**src/rtl/core/ttu_pkg.sv**
```systemverilog
// Shared constants, codes and controller/datapath types of the transposition table unit.
package ttu_pkg;

	localparam int BUCKETS_DEF   = 1024;
	localparam int MOVE_BITS_DEF = 16;
	localparam int KEY_W         = 64;
	localparam int HASH_BPC      = 4;
	localparam int HASH_STEPS    = KEY_W / HASH_BPC;
	localparam int PERMILLE      = 1000;
	localparam int INF_W         = 15;
	localparam logic [INF_W-1:0] INF_RESET = 15'd32000;

	localparam logic [2:0] OP_PROBE  = 3'd0;
	localparam logic [2:0] OP_LOOKUP = 3'd1;
	localparam logic [2:0] OP_STORE  = 3'd2;
	localparam logic [2:0] OP_CLEAR  = 3'd3;
	localparam logic [2:0] OP_OCC    = 3'd4;

	localparam logic [1:0] BND_EMPTY = 2'd0;
	localparam logic [1:0] BND_EXACT = 2'd1;
	localparam logic [1:0] BND_UPPER = 2'd2;
	localparam logic [1:0] BND_LOWER = 2'd3;

	typedef enum logic [2:0] {
		ST_INIT, ST_IDLE, ST_HASH, ST_READ, ST_EVAL, ST_CLEAR, ST_OCC
	} state_t;

	typedef struct packed {
		logic capture;
		logic hash_step;
		logic mem_rd;
		logic eval;
		logic sweep;
		logic occ_out;
	} cmd_t;

	typedef struct packed {
		logic       hash_last;
		logic       sweep_last;
		logic       out_free;
		logic [2:0] op;
	} stat_t;

endpackage

```
**src/rtl/core/ttu_ctrl.sv**
```systemverilog
// Controller state machine of the transposition table unit.
module ttu_ctrl (
	input  logic           clk,
	input  logic           arst_n,
	input  logic           s_tvalid,
	input  logic [2:0]     in_op,
	output logic           s_tready,
	input  ttu_pkg::stat_t stat,
	output ttu_pkg::cmd_t  cmd
);

	ttu_pkg::state_t state_q, state_nx;
	logic            eval_ok;

	assign eval_ok = (stat.op == ttu_pkg::OP_STORE) || stat.out_free;

	always_ff @(posedge clk or negedge arst_n) begin
		if (!arst_n) begin
			state_q <= ttu_pkg::ST_INIT;
		end else begin
			state_q <= state_nx;
		end
	end

	always_comb begin
		state_nx = state_q;
		unique case (state_q)
			ttu_pkg::ST_INIT: begin
				if (stat.sweep_last) state_nx = ttu_pkg::ST_IDLE;
			end
			ttu_pkg::ST_IDLE: begin
				if (s_tvalid) begin
					unique case (in_op) inside
						ttu_pkg::OP_PROBE, ttu_pkg::OP_LOOKUP, ttu_pkg::OP_STORE: begin
							state_nx = ttu_pkg::ST_HASH;
						end
						ttu_pkg::OP_CLEAR: begin
							state_nx = ttu_pkg::ST_CLEAR;
						end
						ttu_pkg::OP_OCC: begin
							state_nx = ttu_pkg::ST_OCC;
						end
						default: begin
							state_nx = ttu_pkg::ST_IDLE;
						end
					endcase
				end
			end
			ttu_pkg::ST_HASH: begin
				if (stat.hash_last) state_nx = ttu_pkg::ST_READ;
			end
			ttu_pkg::ST_READ: begin
				state_nx = ttu_pkg::ST_EVAL;
			end
			ttu_pkg::ST_EVAL: begin
				if (eval_ok) state_nx = ttu_pkg::ST_IDLE;
			end
			ttu_pkg::ST_CLEAR: begin
				if (stat.sweep_last) state_nx = ttu_pkg::ST_IDLE;
			end
			ttu_pkg::ST_OCC: begin
				if (stat.out_free) state_nx = ttu_pkg::ST_IDLE;
			end
			default: begin
				state_nx = ttu_pkg::ST_INIT;
			end
		endcase
	end

	always_comb begin
		cmd      = '0;
		s_tready = 1'b0;
		unique case (state_q)
			ttu_pkg::ST_INIT:  cmd.sweep = 1'b1;
			ttu_pkg::ST_IDLE: begin
				s_tready    = 1'b1;
				cmd.capture = s_tvalid;
			end
			ttu_pkg::ST_HASH:  cmd.hash_step = 1'b1;
			ttu_pkg::ST_READ:  cmd.mem_rd = 1'b1;
			ttu_pkg::ST_EVAL:  cmd.eval = eval_ok;
			ttu_pkg::ST_CLEAR: cmd.sweep = 1'b1;
			ttu_pkg::ST_OCC:   cmd.occ_out = stat.out_free;
			default:           cmd = '0;
		endcase
	end

endmodule

```
**config.mk**
```make
export PLATFORM = sky130hd
export DESIGN_NAME = ttu_ctrl
export DESIGN_NICKNAME = d
export VERILOG_FILES = /design/src/rtl/core/ttu_pkg.sv /design/src/rtl/core/ttu_ctrl.sv
export SDC_FILE = /design/constraint.sdc
export NUM_CORES = 1
export LEC_CHECK = 0
export BUFFER_PORTS_ARGS = -buffer_cell sky130_fd_sc_hd__buf_2
export CAP_MARGIN = 20
export CELL_PAD_IN_SITES_DETAIL_PLACEMENT = 0
export CELL_PAD_IN_SITES_GLOBAL_PLACEMENT = 1
export CORE_AREA = 4 4 41 43
export CTS_CLUSTER_SIZE = 12
export DETAILED_ROUTE_END_ITERATION = 10
export DIE_AREA = 0 0 45 47
export GPL_ROUTABILITY_DRIVEN = 0
export GPL_TIMING_DRIVEN = 0
export PLACE_DENSITY = 0.66
export SLEW_MARGIN = 20
export SYNTH_ARGS = -nofsm -noshare
export SYNTH_HDL_FRONTEND = slang
export SYNTH_SLANG_ARGS = --single-unit
```
**constraint.sdc**
```tcl
create_clock -name clk -period 1.85 [get_ports clk]
set_input_delay 0.185 -clock clk [delete_from_list [all_inputs] [get_ports clk]]
set_output_delay 0.185 -clock clk [all_outputs]
set_load 0.01 [all_outputs]
```
# After elaboration in Yosys (flattened, before gate mapping)
# Index checks and enable logic that the tools add are counted.
# classes
n_eq_ne	16
muxes	14
reduce_logical	6
# op_table
cell	count
one-hot mux 3 bit (6 select lines)	1
== test 3 x 2 -> 1 bit (second input constant)	5
two-way mux 3 bit	5
== test 3 bit (second input constant)	4
one-hot mux 3 bit (3 select lines)	1
!= test 2 bit (second input constant)	4
two-way mux 1 bit	7
== test 3 x 1 -> 1 bit (second input constant)	2
zero test 3 bit	2
AND reduction 5 bit	1
OR reduction 3 bit	1
!= test 2 x 1 -> 1 bit (second input constant)	1
OR reduction 2 bit	1
logical OR 1 bit	1
# totals
regBits	3
input_bits	12
output_inout_bits	7
wordCells	37

# Logic depth before layout (Yosys ltp)
# Gate-level depths: netlist of run 1.
# logic_depth
word_depth	5
mapped_depth	5
ltp_nobuf	4

# Least setup slack after synthesis of run 1
# Ideal clock, no wire load.
# synth_timing
path_kind	register to register
from	reg state_q[1]
to	reg state_q[0]
setup_ns	0.128
arrival_time_ns	1.254
t_required_ns	1.722
slack_ns	0.468
stages_incl_launch_ff	6
path_buffers	1
period_less_slack_ns	1.382
cell_sequence	dfrtp_1 -> buf_6 -> nor2_1 -> o21bai_1 -> a221oi_2 -> mux2_1
# synth_via
elab_chain_len	4
elab_cells_between_ends	15
classes_between	eq/ne: 11; mux: 1; reduce/logical: 3
# synth_lines
element	line	rtl
start, declared	ttu_ctrl.sv:12	ttu_pkg::state_t state_q, state_nx;
start signal, assigned	ttu_ctrl.sv:19	state_q <= ttu_pkg::ST_INIT;
start signal, assigned	ttu_ctrl.sv:21	state_q <= state_nx;
== test 3 bit / zero test 3 bit (equally long branches)	ttu_ctrl.sv:27	unique case (state_q)
OR reduction 2 bit (no line)	--	
!= test 2 x 1 -> 1 bit (no line)	--	
AND reduction 5 bit (no line)	--	
# Several ways; a longest one is shown, not always the timed one.
# A chain may end at the register's enable or synchronous reset.

# Final worst setup path of run 1
# Same ends and word-level chain as after synthesis.

==> results of run 1 <==
## critical path: stages, from the launching register on
cell and delay [ps]:
dfrtp_1 390, buf_6 150, nor2_1 130, o21bai_1 100, a221oi_2 230, mux2_1 340
## how the worst max path moves through the flow
stage / to / slack, ps / depth (start not counted)
6_report: state_q[0] / 400 / 5
3_5_place_dp: state_q[0] / 380 / 5
3_3_place_gp: state_q[0] / 360 / 5
5_1_grt: state_q[0] / 280 / 5
4_1_cts: state_q[0] / 380 / 5
2_1_floorplan: state_q[0] / 470 / 5
## area by class of cell
class / count / share of cell area (%)
tap: 15 / 4.04
timing repair buffer: 19 / 21.6
multi-input combinational: 34 / 48.0
clock buffer: 4 / 5.66
buffer: 3 / 4.58
sequential: 3 / 16.2
## per-stage QoR
stage / cells / instance area, µm²
2_1_floorplan: 40 / 319
3_3_place_gp: 73 / 428
3_5_place_dp: 73 / 428
4_1_cts: 78 / 464
5_1_grt: 78 / 464
6_report: 78 / 464
## power by group
part | switching (mW) | internal [mW] | total [mW]
registers | 0.0249 | 0.0952 | 0.120
clock network | 0.0311 | 0.0807 | 0.112
logic | 0.208 | 0.197 | 0.405
## repair_timing
action                                  4_1_cts  5_1_grt
hold endpoints to repair                      3        0
endpoints found under the setup margin        0        0
hold buffers                                  1        0
## placed cells by master, fill, tap and decap left out, drive strengths merged, types with 2 or more instances in the layout
master / instances
buf: 21
nand2: 2
nor3b: 2
clkbuf: 4
a21oi: 2
nor2: 7
o21a: 2
dfrtp: 3
o21ai: 3
## metal layers
metal,global-route usage [%],part of all wire (%),vias up,wire (µm)
met3,0.766,9.7,0,76
met2,10.5,43,11,336
met1,8.90,47,140,371
met4,7.02,0,0,0
met5,0,0,-,0
li1,-,-,192,-
## logic make-up (layout without fill, tap and decap cells)
kind of cell / count (synthesis) / in the layout
simple gates: 18 / 18
compound gates: 13 / 13
flops: 3 / 3
buf+inv: 3 / 26
fa+ha+maj: 1 / 1
xor+xnor: 1 / 1
mux: 1 / 1
==> results.toml, run 1 <==
[cells_and_area]
reg_top3 = "state_q (3)"
largest_reg_flops = 3
syn_to_final_growth_pct = 45.5
regMostFlops = "state_q"
num-fill-cells = 153
seq_area_um2 = 75.1
fin_util_pct = 35.7
multiInputGateArea_um2 = 223
layout.nets = 76
drive_gt1_share_pct = 39.7
diodes = 0

[synth]
synth_enable_flop_cells = 0
synth.distinct_cells = 25
yosys.area.top_type = "dfrtp_1"
synthSimpleGateAreaFrac_pct = 32.2
ys.flop_type = "dfrtp_1"
synth.mux.area_fraction_pct = 3.53
synth_top_family_by_area = "simple AND/OR/NAND/NOR gates"
synth_fp_nets = 52
synth-seq-cells = 3
synth_compound_area_share_pct = 28.2
synth_common_cells = "7 x nor2_1, 3 x dfrtp_1, 3 x o21ai_0"
synth_top_area_share_pct = 23.5
synthAdderAreaFrac_pct = 3.14
postSynthCellCount = 40
synth_xor_area_share_pct = 2.75
async_reset_ff_share_pct = 100
post-synth-top-count-cell = "nor2_1"
synth.avg_cell_area_um2 = 7.98
ys_seq_area_share_pct = 23.5
ys.warnings.count = 0
syn_area_um2 = 319
yosys-top-cells-area = "dfrtp_1 24%, nor2_1 8.2%, o21ai_0 4.7%, a221oi_2 4.7%, nor3b_1 4.7%"

[worst_setup_path]
cp.arrival_ps = 1560
crit_required_ps = 1960
reg2reg_depth = 5
cp-start-kind = "register"
timing.rr.start = "state_q[1]"
timing.rr.end = "state_q[0]"
crit_fanout = 10
path_class = "reg2reg"
end_kind = "register"
cp-startpoint = "state_q[1]"
reg2reg_slack_ps = 400

[timing]
post-route-min-period_ps = 1450
setup_slack_ps = 395
hold_violations = 0
holdWs_ps = 205
slew_violations = 0
finalSetupTns_ps = 0
rsz0062_at_grt = "no"
relSlewSlack_pct = 72.0
worst_slew_pin_slew_ps = 419
finalCritPeriodShare_pct = 78.6
max_freq_ghz = 0.687
setup_violations = 0
skew_ps = 2.42

[cts]
cts_buffers = 3
cts_resized = 0
clock_latency_ps = 230
htreeDepth = 1
cts_sinks = 3
post_cts_buffers = 0
clock_path_buffers = 2
clkTransAtPathRegs_ps = 40
cts_tree = "built"
clockRootBuffer = "clkbuf_4"

[die]
fp.dieArea_um2 = 2120
placementRows = 13
die_x_um = 45
initial_utilization_pct = 24.5
core-area_um2 = 1300
pin_count = 19
die_y_um = 47

[placed_design]
dp_slack_ps = 385
hpwl_um = 613
io_buffer_count = 18

[hold_path]
hold_path.class = "in2reg"
holdPathEnd = "state_q[1]"
min_from = "stat[3]"
holdPathStages = 2

[power]
power_density_nw_per_um2 = 1370
ir_drop_mv = 0.474
total_power_mw = 0.637
p_leak_nw = 0.233

[drt]
drt_iter0_markers = 3
viasPerCell = 4.40
vias = 343
drcViolationCount = 0
detail-route-antenna-nets = 0
drt-pass1-iter-count = 2
wl_um = 783
post_drt_wl_per_cell_um = 10.0

[global_routing]
grt_pass1_vias = 296
grt_pass1_wl_um = 1070
grt_max_degree = 11
globalRouteOverflowTotal = 0
antenna_found_initial = 0
grt_usage_pct = 7.12

[flow_run]
cap_violations = 0

[run_status]
status = "finished clean"
No activity file was read; power rests on OpenSTA's default activity.
==> inputs of run 2 (changes only) <==
--- a/config.mk
+++ b/config.mk
@@ -5,17 +5,18 @@
 export SDC_FILE = /design/constraint.sdc
 export NUM_CORES = 1
 export LEC_CHECK = 0
+export ABC_AREA = 1
 export BUFFER_PORTS_ARGS = -buffer_cell sky130_fd_sc_hd__buf_2
 export CAP_MARGIN = 20
 export CELL_PAD_IN_SITES_DETAIL_PLACEMENT = 0
 export CELL_PAD_IN_SITES_GLOBAL_PLACEMENT = 1
-export CORE_AREA = 4 4 41 43
+export CORE_MARGIN = 4
+export CORE_UTILIZATION = 26
 export CTS_CLUSTER_SIZE = 12
 export DETAILED_ROUTE_END_ITERATION = 10
-export DIE_AREA = 0 0 45 47
 export GPL_ROUTABILITY_DRIVEN = 0
 export GPL_TIMING_DRIVEN = 0
-export PLACE_DENSITY = 0.66
+export PLACE_DENSITY = 0.72
 export SLEW_MARGIN = 20
 export SYNTH_ARGS = -nofsm -noshare
 export SYNTH_HDL_FRONTEND = slang
==> constraint.sdc (replaced) <==
create_clock -name clk -period 1.46 [get_ports clk]
set_input_delay 0.146 -clock clk [delete_from_list [all_inputs] [get_ports clk]]
set_output_delay 0.146 -clock clk [all_outputs]
set_load 0.01 [all_outputs]
==> results.toml, run 2 <==
[global_routing]
grt_usage_pct = 8.76
globalRouteOverflowTotal = 0
grt_pass1_wl_um = 1300
antenna_found_initial = 0
grt_max_degree = 11
grt_pass1_vias = 351

[placed_design]
dp_slack_ps = 286
placed_cells = 92
hpwl_um = 720
io_buffer_count = 18
placed_area_um2 = 462

[cts]
htreeDepth = 1
clock_path_buffers = 2
cts_sinks = 3
clkTransAtPathRegs_ps = 40
clockRootBuffer = "clkbuf_4"
cts_buffers = 3
cts_tree = "built"
clock_latency_ps = 240

[drt]
drt-pass1-iter-count = 2
vias = 427
drt_iter0_markers = 11
drcViolationCount = 0
wl_um = 859
viasPerCell = 4.36
post_drt_wl_per_cell_um = 8.77
detail-route-antenna-nets = 0

[cells_and_area]
layout.nets = 96
mostFrequentLayoutCell = "buf_2"
drive_gt1_share_pct = 42.2
fin_cells = 98
layout_common_cells = "18 x buf_2, 14 x nand2_1, 12 x inv_1, 5 x nand3_1, 4 x nor2_1"
reg_top3 = "state_q (3)"
regMostFlops = "state_q"
num-fill-cells = 144
syn_to_final_growth_pct = 44.0
fin_area_um2 = 508
largest_reg_flops = 3
diodes = 0

[timing]
worst_slew_pin_slew_ps = 150
rsz0062_at_grt = "no"
post-route-min-period_ps = 1380
max_freq_ghz = 0.726
setup_slack_ps = 82.6
finalSetupTns_ps = 0
finalCritPeriodShare_pct = 94.3
skew_ps = 5.81
relSlewSlack_pct = 89.9
setup_violations = 0
hold_violations = 0
slew_violations = 0

[synth]
ys.flop_type = "dfrtp_1"
synth_top_area_share_pct = 21.3
yosys.area.top_type = "dfrtp_1"
synth_enable_flop_cells = 0
postSynthCellCount = 59
synth.distinct_cells = 17
synth_fp_nets = 71
synth_common_cells = "14 x nand2_1, 12 x inv_1, 5 x nand3_1"
async_reset_ff_share_pct = 100
syn_area_um2 = 353
yosys-top-cells-area = "dfrtp_1 21%, nand2_1 15%, inv_1 13%, nand3_1 7.1%, nand3_2 5.7%"
ys_seq_area_share_pct = 21.3
synth.avg_cell_area_um2 = 5.98
post-synth-top-count-cell = "nand2_1"
synth-seq-cells = 3
ys.warnings.count = 0

[power]
p_comb_share_pct = 63.7
internal_power_mw = 0.446
ir_drop_mv = 0.694
power_density_nw_per_um2 = 1690
seq_power_share_pct = 18.8
power_switching_mw = 0.411
p_leak_nw = 0.316
p_clk_share_pct = 17.5
total_power_mw = 0.857
p_sw_share_pct = 48.0

[worst_setup_path]
cp.arrival_ps = 1230
timing.rr.start = "state_q[0]"
path_class = "reg2out"
critPathBufInv = 2
cp_top_family = "flip-flops"
max_stage_delay_ps = 420
cp.depth = 5
crit_fanout = 4
cp-start-kind = "register"
timing.rr.end = "state_q[1]"
reg2reg_slack_ps = 280
end_kind = "primary output"
path_cells = "inv_2 > nand2_2 > nor2_2 > a21boi_1 > buf_2"
crit_required_ps = 1310
reg2reg_depth = 7
crit_slowest_cell = "dfrtp_2"
cp-startpoint = "state_q[0]"
critPathCapture = "cmd[2]"

[flow_run]
cap_violations = 0

[run_status]
status = "finished clean"

[die]
die_x_um = 44.8
fp.dieArea_um2 = 2010
die_y_um = 44.8
core-area_um2 = 1280
initial_utilization_pct = 27.5
pin_count = 19
placementRows = 13

[hold_path]
hold_path.class = "in2async"
==> run 2: changes by cell type in the layout (fill, tap and decap cells not counted), sizes merged, moves of 2 or more <==
cell / delta
nand2: +15
nand4: +2
nor3: +2
o21a: -2
a21oi: -2
a21boi: +2
inv: +14
nor3b: -2
nand3: +7
==> run 2: metrics by stage <==
stage               util [%]  hold slack (ps)
floorplan                  -             -150
finish                  39.5              230
detailed placement      35.9            -50.8
global route            39.5              244
CTS                     38.8              236
global placement        35.9            -57.3
==> run 2: worst min-delay path by stage <==
stage                 endpoint
floorplan           state_q[0]
global placement    state_q[1]
detailed placement  state_q[1]
CTS                 state_q[0]
global route        state_q[0]
finish              state_q[0]
==> run 2: cell type report <==
class                      instances  area (µm²)  area share, %
tap                               15        18.8           3.69
multi-input combinational         41         218           42.9
timing repair buffer              20         108           21.2
buffer                             1        7.51           1.48
clock buffer                       4        26.3           5.17
sequential                         3        77.6           15.3
inverter                          14        52.6           10.3
==> run 2: repair_timing <==
action	4_1_cts	5_1_grt
endpoints found under the setup margin	0	1
endpoints found under the hold margin	3	0
setup buffers	0	1
resized for setup	0	3
hold buffers	1	0
==> run 2: logic make-up after synthesis <==
group / synth area share, %
and+or+nand+nor: 53.2
AOI/OAI and AO/OA: 8.51
buffers and inverters: 17.0
DFF: 21.3
==> run 2: worst reg2reg max path, cell delays in order (launching register included) <==
cell     delay (ps)
dfrtp_2         420
buf_4           140
nand2_2         110
nand4_2         100
nand2_2         120
inv_2            50
nand3_1          60
nand2_1          50
==> run 2: power by group through the flow <==
stage | combinational, mW | clock [mW] | sequential [mW]
floorplan | 0.383 | 0 | 0.155
global placement | 0.515 | 0 | 0.167
detailed placement | 0.517 | 0 | 0.164
CTS | 0.522 | 0.151 | 0.163
global route | 0.616 | 0.164 | 0.166
finish | 0.546 | 0.150 | 0.161
==> run 2: layer usage <==
metal	up-vias	share of wire [%]	track usage, %
li1	234	-	-
met1	174	43	9.64
met2	17	45	14.6
met4	0	1.6	5.26
met3	2	10	2.79
met5	-	0	0
==> inputs of run 3 (changes only) <==
--- a/config.mk
+++ b/config.mk
@@ -5,18 +5,18 @@
 export SDC_FILE = /design/constraint.sdc
 export NUM_CORES = 1
 export LEC_CHECK = 0
-export ABC_AREA = 1
 export BUFFER_PORTS_ARGS = -buffer_cell sky130_fd_sc_hd__buf_2
 export CAP_MARGIN = 20
 export CELL_PAD_IN_SITES_DETAIL_PLACEMENT = 0
 export CELL_PAD_IN_SITES_GLOBAL_PLACEMENT = 1
-export CORE_MARGIN = 4
-export CORE_UTILIZATION = 26
+export CORE_AREA = 4 4 41 43
 export CTS_CLUSTER_SIZE = 12
 export DETAILED_ROUTE_END_ITERATION = 10
+export DIE_AREA = 0 0 45 47
 export GPL_ROUTABILITY_DRIVEN = 0
 export GPL_TIMING_DRIVEN = 0
-export PLACE_DENSITY = 0.72
+export PLACE_DENSITY = 0.66
+export SETUP_SLACK_MARGIN = 0.5
 export SLEW_MARGIN = 20
 export SYNTH_ARGS = -nofsm -noshare
 export SYNTH_HDL_FRONTEND = slang
==> results.toml, run 3 (same netlist as run 1, synthesis figures left out) <==
[run_status]
status = "finished clean"

[drt]
detail-route-antenna-nets = 0
drcViolationCount = 0
drt_iter0_markers = 0
vias = 392
post_drt_wl_per_cell_um = 10.6
wl_um = 910
viasPerCell = 4.56
drt-pass1-iter-count = 1

[timing]
hold_violations = 0
worst_slew_pin_slew_ps = 522
setup_slack_ps = 55.1
finalCritPeriodShare_pct = 96.2
skew_ps = 2.74
max_freq_ghz = 0.712
relSlewSlack_pct = 65.1
slew_violations = 0
setup_violations = 0
post-route-min-period_ps = 1400
rsz0062_at_grt = "yes"

[power]
p_leak_nw = 0.291
power_switching_mw = 0.424
ir_drop_mv = 0.749
seq_power_share_pct = 15.5
p_comb_share_pct = 71.2
p_sw_share_pct = 39.4
total_power_mw = 1.08
p_clk_share_pct = 13.3
internal_power_mw = 0.653
power_density_nw_per_um2 = 1830

[global_routing]
grt_usage_pct = 9.19
antenna_found_initial = 0
grt_pass1_wl_um = 1400
grt_max_degree = 11
globalRouteOverflowTotal = 0
grt_pass1_vias = 341

[cts]
cts_tree = "built"
cts_buffers = 3
clock_path_buffers = 2
clockRootBuffer = "clkbuf_4"
clkTransAtPathRegs_ps = 40
htreeDepth = 1
cts_sinks = 3
clock_latency_ps = 230

[worst_setup_path]
reg2reg_depth = 5
cp-start-kind = "register"
crit_fanout = 6
cp.arrival_ps = 1260
end_kind = "primary output"
path_class = "reg2out"
crit_required_ps = 1310

[die]
pin_count = 19
fp.dieArea_um2 = 2120
core-area_um2 = 1300
initial_utilization_pct = 24.5
die_y_um = 47
placementRows = 13
die_x_um = 45

[placed_design]
placed_cells = 73
dp_slack_ps = 37.9
io_buffer_count = 18
placed_area_um2 = 449
hpwl_um = 652

[cells_and_area]
num-fill-cells = 145
multiInputGateArea_um2 = 273
drive_gt1_share_pct = 62.0
fin_cells = 86
diodes = 0
largest_reg_flops = 3
regMostFlops = "state_q"
fin_area_um2 = 589
layout.nets = 84
syn_to_final_growth_pct = 84.7
mostFrequentLayoutCell = "buf_2"
reg_top3 = "state_q (3)"
layout_common_cells = "19 x buf_2, 6 x buf_4, 4 x buf_6, 3 x nor2_1, 3 x clkbuf_4"
fin_util_pct = 45.3
seq_area_um2 = 76.3

[flow_run]
cap_violations = 0

[hold_path]
hold_path.class = "in2reg"
holdPathStages = 2
-- run 3: cell count changes in the layout (fill, tap and decap cells not counted), moves of 2 or more --
cell	change
inv_1	-12
nand2_2	-3
inv_2	-2
nand3_2	-2
buf_6	+4
nor3_1	-2
nand3_1	-5
o21a_1	+2
nor2_4	+2
buf_4	+4
nand2_1	-12
-- run 3: power groups by stage --
| stage | Sequential (mW) | Clock (mW) | Combinational [mW] |
|---|---|---|---|
| 3_5_place_dp | 0.158 | 0 | 0.555 |
| 5_1_grt | 0.176 | 0.151 | 0.843 |
| 6_report | 0.167 | 0.143 | 0.767 |
| 2_1_floorplan | 0.149 | 0 | 0.417 |
| 4_1_cts | 0.162 | 0.150 | 0.688 |
| 3_3_place_gp | 0.159 | 0 | 0.555 |
-- run 3: critical path, stage by stage (launching register included) --
cell and delay, ps:
dfrtp_2 430, nor2_1 180, and2_4 180, o21a_1 110, buf_2 120
-- run 3: area by class of cell --
| cell class | instances | share of cell area [%] |
|---|---|---|
| multi-input cells | 34 | 46.3 |
| clock buffers | 4 | 4.46 |
| repair buffers | 27 | 27.4 |
| flip-flops and latches | 3 | 13.0 |
| well taps | 15 | 3.18 |
| plain buffers | 3 | 5.73 |
-- run 3: what timing repair did --
item                       4_1_cts  5_1_grt
gates cloned                     0        1
buffers inserted                 5        2
setup endpoints to repair       10       10
pin swaps                        5        4
hold endpoints to repair         3        0
resized for setup                8        4
hold buffers                     1        0
-- run 3: stage by stage --
| stage | TNS, ps | hold WS, ps |
|---|---|---|
| after global placement | 0 | -57.9 |
| after floorplan | 0 | -150 |
| final | 0 | 163 |
| after global routing | -35.8 | 182 |
| after CTS | 0 | 160 |
| after detailed placement | 0 | -57.6 |
-- run 3: per-layer routing --
metal  GRT usage [%]  up-vias  routed length [µm]
li1                -      207                   -
met1            11.0      171                 401
met2            15.0       12                 444
met3            1.15        2                  47
met4            7.02        0                  16
met5               0        -                   0
-- run 3: path summary, 6_finish.rpt --
check,startpoint,end,slack (ps)
max,state_q[0],cmd[2],60
min,stat[3],state_q[1],160
max reg2reg,state_q[1],state_q[0],80
min reg2reg,state_q[1],state_q[2],670
max in group asynchronous,arst_n,state_q[0],1110
min in group asynchronous,arst_n,state_q[1],230
